[src/hdl/drsu_pkg.sv]
// Shared types and codes for the buffer-age damage ring and scissor union.
`timescale 1ns / 1ps
`default_nettype none

package drsu_pkg;

  localparam int unsigned CoordW = 16;
  localparam int unsigned ScrW   = 15;
  localparam int unsigned AgeW   = 8;
  localparam int unsigned AccW   = 18;
  localparam int unsigned CfgIdxW = 2;

  localparam logic MODE_FRAME      = 1'b0;
  localparam logic MODE_INVALIDATE = 1'b1;

  localparam logic [CfgIdxW-1:0] CFG_SCREEN_WIDTH  = 2'd0;
  localparam logic [CfgIdxW-1:0] CFG_SCREEN_HEIGHT = 2'd1;
  localparam logic [CfgIdxW-1:0] CFG_TRACKING_ON   = 2'd2;

  localparam logic [ScrW-1:0] SCREEN_WIDTH_RST  = 15'd1920;
  localparam logic [ScrW-1:0] SCREEN_HEIGHT_RST = 15'd1080;

  typedef logic signed [AccW-1:0] acc_t;

  typedef struct packed {
    logic signed [CoordW-1:0] x;
    logic signed [CoordW-1:0] y;
    logic [CoordW-1:0]        w;
    logic [CoordW-1:0]        h;
  } box_t;

  typedef struct packed {
    acc_t x1;
    acc_t y1;
    acc_t x2;
    acc_t y2;
  } rect_t;

endpackage

`default_nettype wire

[src/hdl/damage_ring_scissor_union.sv]
// Top level: damage history ring, iterative union unit and scissor clamp.
//
//  channel  | handshake                | payload
//  ---------+--------------------------+-------------------------------------------
//  config   | cfg_valid_i / cfg_ready_o| cfg_index_i, cfg_data_i
//  input    | in_valid_i / in_ready_o  | mode_i, buffer_age_i, dirty_valid_i, dirty_*_i
//  output   | out_valid_o / out_ready_i| scissor_en_o, scissor_*_o
//
// A tracked frame with buffer age a from 1 to RING_DEPTH starts from its own dirty box
// and merges the a - 1 previous ring entries, one per union step, then one clamp step.
// Every other request goes straight to the clamp step.
// The input is ready only in the idle state, entered when the clamp step loads the
// output register; the clamp step waits while that register is full and not taken.
// Reset empties the ring, clears the write index and loads the register defaults.
`timescale 1ns / 1ps
`default_nettype none

module damage_ring_scissor_union #(
  parameter int unsigned RING_DEPTH = 6
) (
  input  wire logic                              clk_i,
  input  wire logic                              rst_ni,
  input  wire logic                              cfg_valid_i,
  output logic                                   cfg_ready_o,
  input  wire logic [drsu_pkg::CfgIdxW-1:0]      cfg_index_i,
  input  wire logic [drsu_pkg::ScrW-1:0]         cfg_data_i,
  input  wire logic                              in_valid_i,
  output logic                                   in_ready_o,
  input  wire logic                              mode_i,
  input  wire logic [drsu_pkg::AgeW-1:0]         buffer_age_i,
  input  wire logic                              dirty_valid_i,
  input  wire logic signed [drsu_pkg::CoordW-1:0] dirty_left_i,
  input  wire logic signed [drsu_pkg::CoordW-1:0] dirty_top_i,
  input  wire logic signed [drsu_pkg::CoordW-1:0] dirty_right_i,
  input  wire logic signed [drsu_pkg::CoordW-1:0] dirty_bottom_i,
  output logic                                   out_valid_o,
  input  wire logic                              out_ready_i,
  output logic                                   scissor_en_o,
  output logic [drsu_pkg::ScrW-1:0]              scissor_x_o,
  output logic [drsu_pkg::ScrW-1:0]              scissor_y_o,
  output logic [drsu_pkg::ScrW-1:0]              scissor_width_o,
  output logic [drsu_pkg::ScrW-1:0]              scissor_height_o,
  output logic [drsu_pkg::ScrW-1:0]              scissor_y_bottom_o
);
  import drsu_pkg::*;

  localparam int unsigned IdxW = (RING_DEPTH > 1) ? $clog2(RING_DEPTH) : 1;
  localparam logic [IdxW-1:0] LastIdx = IdxW'(RING_DEPTH - 1);
  localparam logic [AgeW-1:0] MaxAge  = AgeW'(RING_DEPTH);

  typedef enum logic [1:0] {
    S_IDLE,
    S_UNION,
    S_FINISH
  } state_e;

  state_e            state_q;
  logic [ScrW-1:0]   screen_width_q;
  logic [ScrW-1:0]   screen_height_q;
  logic              tracking_on_q;
  box_t              ring_q [RING_DEPTH];
  logic [IdxW-1:0]   write_idx_q;
  logic [IdxW-1:0]   rd_idx_q;
  logic [IdxW-1:0]   remaining_q;
  logic              calc_q;
  rect_t             acc_q;
  rect_t             acc_d;
  logic              out_valid_q;
  logic              use_q;
  logic [ScrW-1:0]   x_q;
  logic [ScrW-1:0]   y_q;
  logic [ScrW-1:0]   w_q;
  logic [ScrW-1:0]   h_q;
  logic [ScrW-1:0]   yb_q;

  logic              in_accept;
  logic              age_in_range;
  logic              do_push;
  box_t              push_box;
  box_t              cur_box;
  box_t              full_box;
  rect_t             cur_rect;
  box_t              rd_box;
  acc_t              rd_ex;
  acc_t              rd_ey;
  acc_t              rd_x;
  acc_t              rd_y;
  logic              rd_empty;
  acc_t              sw_acc;
  acc_t              sh_acc;
  acc_t              cx1;
  acc_t              cy1;
  acc_t              cx2;
  acc_t              cy2;
  acc_t              cw;
  acc_t              ch;
  acc_t              cyb;
  logic              use_d;
  logic              out_free;

  assign cfg_ready_o = 1'b1;
  assign in_ready_o  = (state_q == S_IDLE);
  assign in_accept   = in_valid_i && in_ready_o;
  assign out_free    = !out_valid_q || out_ready_i;

  assign age_in_range = (buffer_age_i != '0) && (buffer_age_i <= MaxAge);

  always_comb begin
    full_box.x = '0;
    full_box.y = '0;
    full_box.w = {1'b0, screen_width_q};
    full_box.h = {1'b0, screen_height_q};
    if (dirty_valid_i) begin
      cur_box.x = dirty_left_i;
      cur_box.y = dirty_top_i;
      cur_box.w = CoordW'(dirty_right_i - dirty_left_i);
      cur_box.h = CoordW'(dirty_bottom_i - dirty_top_i);
    end else begin
      cur_box = full_box;
    end
    cur_rect.x1 = AccW'(cur_box.x);
    cur_rect.y1 = AccW'(cur_box.y);
    cur_rect.x2 = AccW'(cur_box.x) + acc_t'({2'b00, cur_box.w});
    cur_rect.y2 = AccW'(cur_box.y) + acc_t'({2'b00, cur_box.h});
    do_push  = in_accept && (mode_i == MODE_FRAME) && tracking_on_q;
    push_box = age_in_range ? cur_box : full_box;
  end

  // Shared union unit: merges one ring entry into the running bounds per cycle.
  always_comb begin
    rd_box   = ring_q[rd_idx_q];
    rd_x     = AccW'(rd_box.x);
    rd_y     = AccW'(rd_box.y);
    rd_ex    = rd_x + acc_t'({2'b00, rd_box.w});
    rd_ey    = rd_y + acc_t'({2'b00, rd_box.h});
    rd_empty = (rd_box.w == '0) || (rd_box.h == '0);
    acc_d    = acc_q;
    if (!rd_empty) begin
      if (rd_x < acc_q.x1) begin
        acc_d.x1 = rd_x;
      end
      if (rd_y < acc_q.y1) begin
        acc_d.y1 = rd_y;
      end
      if (rd_ex > acc_q.x2) begin
        acc_d.x2 = rd_ex;
      end
      if (rd_ey > acc_q.y2) begin
        acc_d.y2 = rd_ey;
      end
    end
  end

  always_comb begin
    sw_acc = acc_t'({3'b000, screen_width_q});
    sh_acc = acc_t'({3'b000, screen_height_q});
    cx1    = (acc_q.x1 < 0) ? '0 : acc_q.x1;
    cy1    = (acc_q.y1 < 0) ? '0 : acc_q.y1;
    cx2    = (acc_q.x2 > sw_acc) ? sw_acc : acc_q.x2;
    cy2    = (acc_q.y2 > sh_acc) ? sh_acc : acc_q.y2;
    cw     = cx2 - cx1;
    ch     = cy2 - cy1;
    cyb    = sh_acc - cy2;
    use_d  = calc_q && (cw > 0) && (ch > 0);
  end

  always_ff @(posedge clk_i or negedge rst_ni) begin
    if (!rst_ni) begin
      screen_width_q  <= SCREEN_WIDTH_RST;
      screen_height_q <= SCREEN_HEIGHT_RST;
      tracking_on_q   <= 1'b0;
    end else if (cfg_valid_i) begin
      case (cfg_index_i)
        CFG_SCREEN_WIDTH:  screen_width_q  <= cfg_data_i;
        CFG_SCREEN_HEIGHT: screen_height_q <= cfg_data_i;
        CFG_TRACKING_ON:   tracking_on_q   <= cfg_data_i[0];
        default: ;
      endcase
    end
  end

  always_ff @(posedge clk_i or negedge rst_ni) begin
    if (!rst_ni) begin
      for (int i = 0; i < RING_DEPTH; i++) begin
        ring_q[i] <= '0;
      end
      write_idx_q <= '0;
    end else if (in_accept && (mode_i == MODE_INVALIDATE)) begin
      for (int i = 0; i < RING_DEPTH; i++) begin
        ring_q[i] <= '0;
      end
      write_idx_q <= '0;
    end else if (do_push) begin
      ring_q[write_idx_q] <= push_box;
      write_idx_q         <= (write_idx_q == LastIdx) ? '0 : write_idx_q + 1'b1;
    end
  end

  always_ff @(posedge clk_i or negedge rst_ni) begin
    if (!rst_ni) begin
      state_q     <= S_IDLE;
      calc_q      <= 1'b0;
      rd_idx_q    <= '0;
      remaining_q <= '0;
      acc_q       <= '0;
      out_valid_q <= 1'b0;
      use_q       <= 1'b0;
      x_q         <= '0;
      y_q         <= '0;
      w_q         <= '0;
      h_q         <= '0;
      yb_q        <= '0;
    end else begin
      if (out_valid_q && out_ready_i && (state_q != S_FINISH)) begin
        out_valid_q <= 1'b0;
      end
      case (state_q)
        S_IDLE: begin
          if (in_accept) begin
            acc_q    <= cur_rect;
            rd_idx_q <= (write_idx_q == '0) ? LastIdx : write_idx_q - 1'b1;
            remaining_q <= IdxW'(buffer_age_i - 8'd1);
            calc_q   <= do_push && age_in_range;
            if (do_push && age_in_range && (buffer_age_i != 8'd1)) begin
              state_q <= S_UNION;
            end else begin
              state_q <= S_FINISH;
            end
          end
        end
        S_UNION: begin
          acc_q       <= acc_d;
          rd_idx_q    <= (rd_idx_q == '0) ? LastIdx : rd_idx_q - 1'b1;
          remaining_q <= remaining_q - 1'b1;
          if (remaining_q == IdxW'(1)) begin
            state_q <= S_FINISH;
          end
        end
        S_FINISH: begin
          if (out_free) begin
            out_valid_q <= 1'b1;
            use_q       <= use_d;
            x_q         <= use_d ? ScrW'(cx1) : '0;
            y_q         <= use_d ? ScrW'(cy1) : '0;
            w_q         <= use_d ? ScrW'(cw) : '0;
            h_q         <= use_d ? ScrW'(ch) : '0;
            yb_q        <= use_d ? ScrW'(cyb) : '0;
            state_q     <= S_IDLE;
          end
        end
        default: begin
          state_q <= S_IDLE;
        end
      endcase
    end
  end

  assign out_valid_o        = out_valid_q;
  assign scissor_en_o       = use_q;
  assign scissor_x_o        = x_q;
  assign scissor_y_o        = y_q;
  assign scissor_width_o    = w_q;
  assign scissor_height_o   = h_q;
  assign scissor_y_bottom_o = yb_q;

  a_idx_range: assert property (@(posedge clk_i) disable iff (!rst_ni)
    (write_idx_q <= LastIdx) && (rd_idx_q <= LastIdx))
    else $error("Ring index out of range.");

  a_union_count: assert property (@(posedge clk_i) disable iff (!rst_ni)
    (state_q == S_UNION) |-> (remaining_q != '0))
    else $error("Union step entered with no entries left.");

  a_invalidate_idx: assert property (@(posedge clk_i) disable iff (!rst_ni)
    (in_accept && (mode_i == MODE_INVALIDATE)) |=> (write_idx_q == '0))
    else $error("Invalidate did not reset the write index.");

  a_no_scissor_zero: assert property (@(posedge clk_i) disable iff (!rst_ni)
    (out_valid_o && !scissor_en_o) |->
      ((scissor_width_o == '0) && (scissor_height_o == '0) && (scissor_x_o == '0)))
    else $error("Result without scissor carries nonzero fields.");

  a_scissor_extent: assert property (@(posedge clk_i) disable iff (!rst_ni)
    (out_valid_o && scissor_en_o) |->
      ((scissor_width_o != '0) && (scissor_height_o != '0)))
    else $error("Scissor given with empty extent.");

endmodule

`default_nettype wire
[config.mk]
export PLATFORM = sky130hd
export DESIGN_NAME = damage_ring_scissor_union
export DESIGN_NICKNAME = d
export VERILOG_FILES = /design/src/hdl/drsu_pkg.sv /design/src/hdl/damage_ring_scissor_union.sv
export SDC_FILE = /design/constraint.sdc
export NUM_CORES = 2
export LEC_CHECK = 0
export BUFFER_PORTS_ARGS = -buffer_cell sky130_fd_sc_hd__buf_2
export CORE_ASPECT_RATIO = 1.4
export CORE_MARGIN = 1.5
export CORE_UTILIZATION = 35
export CTS_BUF_LIST = sky130_fd_sc_hd__clkbuf_2 sky130_fd_sc_hd__clkbuf_4 sky130_fd_sc_hd__clkbuf_8
export DETAILED_ROUTE_END_ITERATION = 12
export SLEW_MARGIN = 10
export SYNTH_ARGS = -nofsm -noshare
export SYNTH_HDL_FRONTEND = slang
export SYNTH_SLANG_ARGS = --single-unit
[constraint.sdc]
create_clock -name clk_i -period 13.7 [get_ports clk_i]
set_input_delay 0.685 -clock clk_i [delete_from_list [all_inputs] [get_ports clk_i]]
set_output_delay 0.685 -clock clk_i [all_outputs]
set_load 0.03 [all_outputs]
## Word level (Yosys, flattened, before mapping)

Cells that the tools add are included.

- Bits in registers: 576
- Input bits: 96
- Logic and storage cells: 168

- Add/sub/neg operators: 14
- Order comparisons: 14
- Equality and inequality tests: 16
- Mux-type cells: 43
- Bitwise logic cells: 3
- Reduce and logical (&&, ||, !) cells: 35

Operator list:

| operator | count |
|---|---|
| 2-to-1 mux 384 bit | 2 |
| bitwise mux 384 bit | 1 |
| 2-to-1 mux 64 bit | 5 |
| binary-select mux 64 bit (select 3 bit) | 1 |
| demux 64 bit (select 3 bit) | 1 |
| 2-to-1 mux 18 bit | 8 |
| 2-to-1 mux 72 bit | 2 |
| one-hot mux 72 bit (2 select lines) | 1 |
| 2-to-1 mux 15 bit | 5 |
| adder 16 x 17 -> 18 bit | 4 |
| > comparator 18 x 1 -> 1 bit (second input constant) | 2 |
| > comparator 18 x 16 -> 1 bit | 2 |
| > comparator 18 bit | 2 |
| less-than comparator 16 x 18 -> 1 bit | 2 |
| less-than comparator 18 x 1 -> 1 bit (second input constant) | 2 |
| subtractor 18 bit | 2 |
| zero test 16 bit | 2 |
| subtractor 16 bit | 2 |
| 2-to-1 mux 3 bit | 7 |
| != test 2 bit (second input constant) | 8 |
| AND reduction 4 bit | 4 |
| subtractor 15 bit | 1 |
| logical AND 1 bit | 12 |
| one-hot mux 3 bit (2 select lines) | 2 |
| other kinds (24) | 45 |

## Depth between registers and ports, before layout

- Depth in word-level cells: 9
- Depth in mapped cells: 30

## Worst setup path before layout

OpenSTA, ideal clock, no wires.

- Kind: register to register
- Start: register rd_idx_q[0]
- End: register acc_q[21] (netlist bit)
- Setup time: 0.133 ns
- Data arrival time: 7.023 ns
- Setup slack: 6.545 ns
- Stages on the path, launching flop included: 31
- Buffers on the path: 8
- Clock period less this slack: 7.155 ns
- Cells stage by stage: dfrtp_1 clkbuf_1 buf_2 buf_2 buf_2 clkbuf_1 buf_1 mux2i_1 o21ai_0 ha_1 a21o_1 a21oi_1 o21bai_1 a21oi_1 o21bai_1 a211oi_1 o21ai_0 a41oi_1 o21ai_0 o31a_1 xor2_1 ha_1 and3_1 o21ai_0 o2111ai_1 a2111oi_0 o21ai_0 nand2_1 clkbuf_1 buf_1 a21oi_1

- Longest elaborated chain between the ends: 8
- Elaborated cells between the ends (all ways): 15
- Those cells by class: add/sub (1); order compare (1); eq/ne (2); mux (6); bitwise (1); reduce/logical (4)

RTL lines:

| element | RTL line | RTL |
|---|---|---|
| start: declaration | damage_ring_scissor_union.sv:63 | `logic [IdxW-1:0] rd_idx_q;` |
| start signal: assignment | damage_ring_scissor_union.sv:221 | `rd_idx_q <= (write_idx_q == '0) ? LastIdx : write_idx_q - 1'b1;` |
| start signal: assignment | damage_ring_scissor_union.sv:233 | `rd_idx_q <= (rd_idx_q == '0) ? LastIdx : rd_idx_q - 1'b1;` |
| inverter 3 -> 4 bit (not written as such) (*) | damage_ring_scissor_union.sv:131 | `rd_box = ring_q[rd_idx_q];` |
| binary-select mux 64 bit (select 3 bit) (*) | damage_ring_scissor_union.sv:131 |  |
| 2-to-1 mux 64 bit (not written as such) (*) (2 in a row) | damage_ring_scissor_union.sv:131 |  |
| adder 16 x 17 -> 18 bit / zero test 16 bit (equally long branches) | damage_ring_scissor_union.sv:134, damage_ring_scissor_union.sv:136 |  |
| > comparator 18 bit, or another cell as far along | damage_ring_scissor_union.sv:145 | `if (rd_ex > acc_q.x2) begin` |
| != test 2 bit (no source line) / 2-to-1 mux 72 bit (equally long branches) | -- |  |
| AND reduction 4 bit (no source line) / one-hot mux 72 bit (2 select lines) (equally long branches) | -- |  |
| end signal: assignment | damage_ring_scissor_union.sv:220 | `acc_q <= cur_rect;` |
| end: declaration | damage_ring_scissor_union.sv:66 | `rect_t acc_q;` |

Mark *: on every way between the ends. The rest lies on a longest branch, timed or not. The select of a mux whose other input is x is not followed.
A chain may end at the register's enable or synchronous reset.

## Final worst setup path

- Start: register rd_idx_q[0]
- End: register acc_q[33] (netlist bit)

Same word-level chain as after synthesis.

==> impl_metrics.env <==
export IMPL_cts_resized=0
export IMPL_slowest_delay_ns=0.82
export IMPL_drt_initial_drc_count=2224
export IMPL_grt_remaining_overflow=0
export IMPL_detail_route_drc_violations=0
export IMPL_globalplace_congestion=0.953
export IMPL_syn2layout_area_growth_pct=11.9
export IMPL_synth_yosys_warnings=0
export IMPL_fin_setup_tns_ns=0
export IMPL_synth_ff_type="dfrtp_1"
export IMPL_dpl_cell_area_um2=37000
export IMPL_stdcell_area_um2=38900
export IMPL_violations="hold timing"
export IMPL_clk_latency_ns=0.77
export IMPL_synth_sequential_area_ratio=0.412
export IMPL_critPathKind="reg -> reg"
export IMPL_p_per_area_nw_per_um2=171
export IMPL_layout_commonest_cell="dfrtp_1"
export IMPL_core_um2=98400
export IMPL_viasPerCell=5.65
export IMPL_mux_contribution_to_synthesized_area=0.0908
export IMPL_hold_slack_ns=-0.0123
export IMPL_cp_max_fo=34
export IMPL_synthDistinctLibCells=84
export IMPL_timing_critical_path_required_ns=14.35
export IMPL_count_of_pins_on_the_block_boundary=175
export IMPL_cell_with_the_largest_stage_delay_on_the_worst_path="dfrtp_4"
export IMPL_average_cell_area_after_synthesis_um2=9.31
export IMPL_leakage_power_of_the_design_uw=0.0186
export IMPL_cts_root_buf="clkbuf_8"
export IMPL_wl_per_cell_um=22.8
export IMPL_reg2reg_depth=25
export IMPL_vert_die_dim_um=376
export IMPL_dominant_combinational_cell_family_by_area_after_synthesis="compound AO/OA/AOI/OAI gates"
export IMPL_fmax_ghz=0.121
export IMPL_clock_tree_from_tritoncts="built"
export IMPL_grt_pass1_vias=29400
export IMPL_cap_violations=0
export IMPL_crit_path_start_kind="flop"
export IMPL_htree_num_levels=3
export IMPL_synth_xor_xnor_area_share=0.0272
export IMPL_postSynthRegisterBits=572
export IMPL_regToRegStartpoint="rd_idx_q[0]"
export IMPL_grt_total_usage=0.233
export IMPL_hold_buffers=0
export IMPL_synth_adder_area_share=0.0911
export IMPL_worst_r2r_endpoint="acc_q[33]"
export IMPL_max_slew_margin_rel=0.248
export IMPL_synth_compound_area_frac=0.207
export IMPL_pin_count_of_the_biggest_net_entering_global_routing=171
export IMPL_finalMaxSlewViolations=0
export IMPL_finalHoldViolations=3
export IMPL_drt_pre_antenna_iters=5
export IMPL_die_footprint_um2=101000
export IMPL_cts_sink_count=572
export IMPL_synthSimpleGateAreaFrac=0.123
export IMPL_drt_wl_total_mm=119
export IMPL_crit_arrival_ns=8.90
export IMPL_clk_pin_slew_worst_paths_ns=0.07
export IMPL_syn_num_nets=4079
export IMPL_timing_reg2reg_setup_slack_ns=5.45
export IMPL_num_vias=29500
export IMPL_global_route_wire_length_before_repair_mm=182
export IMPL_place_detailed_hpwl_mm=85.2
export IMPL_crit_path_start="rd_idx_q[0]"
export IMPL_timing_worst_slew_pin_value_ns=1.13
export IMPL_core_rowCount=136
export IMPL_setup_viol=0
export IMPL_rsz0062_at_grt="false"
export IMPL_finalClockSkew_ns=0.0353
export IMPL_synth_edff_count=0
export IMPL_post_route_period_util=0.602
export IMPL_cp_common_cell="o21ai_0"
export IMPL_min_delay_path_class="in -> async"
export IMPL_antenna_found_initial=5
export IMPL_clock_tree_buffer_depth=3
export IMPL_period_needed_ns=8.25
export IMPL_most_common_layout_cells="562 x dfrtp_1, 553 x nand2_1, 464 x o21ai_0, 250 x inv_1, 242 x ha_1"
export IMPL_synthArstFlopShare=1.00
export IMPL_final_nets=4187
export IMPL_syn_cell_area_um2=34800
export IMPL_peak_supply_drop_v=0.0000812
export IMPL_drive_gt1_frac=0.133
export IMPL_post_cts_buffers=0
export IMPL_start_util=0.354
export IMPL_io_buffer_count=173
export IMPL_setup_worst_path_end_class="flop"
export IMPL_drtAntennaViolNets=0
export IMPL_synthCells=3734
export IMPL_floorplan_die_width_um=269
export IMPL_numCtsBuffers=87
export IMPL_status="finished, violations left"
-- synth_stat cells (30+ instances only) --
| master | n | area share |
|---|---|---|
| a211oi_1 | 43 | 0.0093 |
| a21o_1 | 56 | 0.012 |
| a21oi_1 | 165 | 0.024 |
| a22o_1 | 146 | 0.037 |
| clkbuf_1 | 151 | 0.016 |
| dfrtp_1 | 564 | 0.41 |
| ha_1 | 242 | 0.087 |
| inv_1 | 251 | 0.027 |
| mux2i_1 | 142 | 0.041 |
| mux4_2 | 64 | 0.041 |
| nand2_1 | 558 | 0.060 |
| nand3_1 | 32 | 0.0046 |
| nor2_1 | 231 | 0.025 |
| nor3_1 | 34 | 0.0049 |
| o21a_1 | 33 | 0.0071 |
| o21ai_0 | 464 | 0.067 |
| o21ai_1 | 30 | 0.0043 |
| o21bai_1 | 32 | 0.0069 |
| xnor2_1 | 66 | 0.017 |
| xor2_1 | 42 | 0.011 |
-- critical path: cells and delay by family (launching register included) --
family,cells,cell delay [ns]
compound gates,15,3.26
flops,1,0.82
mux,1,0.57
fa+ha+maj,2,0.76
xor+xnor,1,0.16
buf+inv,2,1.33
simple gates,4,1.21
-- kinds of logic (layout without fill, tap and decap cells) --
kind of cell,count (synthesis),count (layout)
AOI/OAI and AO/OA,1126,1126
and+or+nand+nor,999,999
DFF,572,572
buffers and inverters,447,623
adders and majority gates,249,249
muxes,232,232
xor gates and xnor gates,108,108
other,1,4
-- metrics by stage --
step	cells	worst slack, ns	hold slack [ns]	total power (µW)	utilization
CTS	5221	5.50	0.0210	6660	0.396
detailed placement	5064	5.53	0.464	5080	0.376
floorplan	3734	6.54	0.389	4090	-
finish	5224	5.45	-0.0123	6650	0.396
global placement	5064	5.49	0.455	5050	0.376
global route	5223	4.87	0.0731	7040	0.396
-- how the worst max path moves through the flow --
stage,to,cells past startpoint,slack (ns)
after floorplan,acc_q[21],30,6.54
after global placement,acc_q[33],25,5.49
after detailed placement,acc_q[33],25,5.53
after CTS,acc_q[33],25,5.50
after global routing,acc_q[33],25,4.87
final,acc_q[33],25,5.45
-- sequential cells by signal (all words and copies together), names as in the netlist, 2 cells and up --
| register | count |
|---|---|
| acc_q | 68 |
| remaining_q | 3 |
| scissor_width_o | 15 |
| state_q | 2 |
| write_idx_q | 3 |
| rd_idx_q | 3 |
| ring_q | 384 |
| scissor_y_o | 15 |
| scissor_height_o | 15 |
| scissor_y_bottom_o | 15 |
| scissor_x_o | 15 |
| screen_height_q | 15 |
| screen_width_q | 15 |
-- per-layer routing --
| layer | wire length, µm | part of all wire | vias to the layer above | track usage |
|---|---|---|---|---|
| li1 | - | - | 13500 | - |
| met1 | 50000 | 0.42 | 14700 | 0.296 |
| met2 | 56400 | 0.47 | 1072 | 0.389 |
| met3 | 6930 | 0.058 | 264 | 0.0348 |
| met4 | 5810 | 0.049 | 2 | 0.113 |
| met5 | 11 | 0.000092 | - | 0 |
-- where the power goes --
group / leakage [µW] / internal (µW) / switching (µW)
sequential: 0.00774 / 1830 / 148
combinational: 0.00989 / 1110 / 1990
clock: 0.00101 / 832 / 743
total: 0.0186 / 3770 / 2880
-- cell type report --
type / count / area, µm²
clock inverters: 20 / 184
multi-input cells: 2715 / 18900
flip-flops and latches: 572 / 14300
clock buffers: 137 / 1740
fillers: 9909 / 59400
diodes: 3 / 7.51
repair buffers: 214 / 1210
well taps: 1311 / 1640
inverters: 252 / 946
Note: power is estimated with default switching activity, not from simulation.
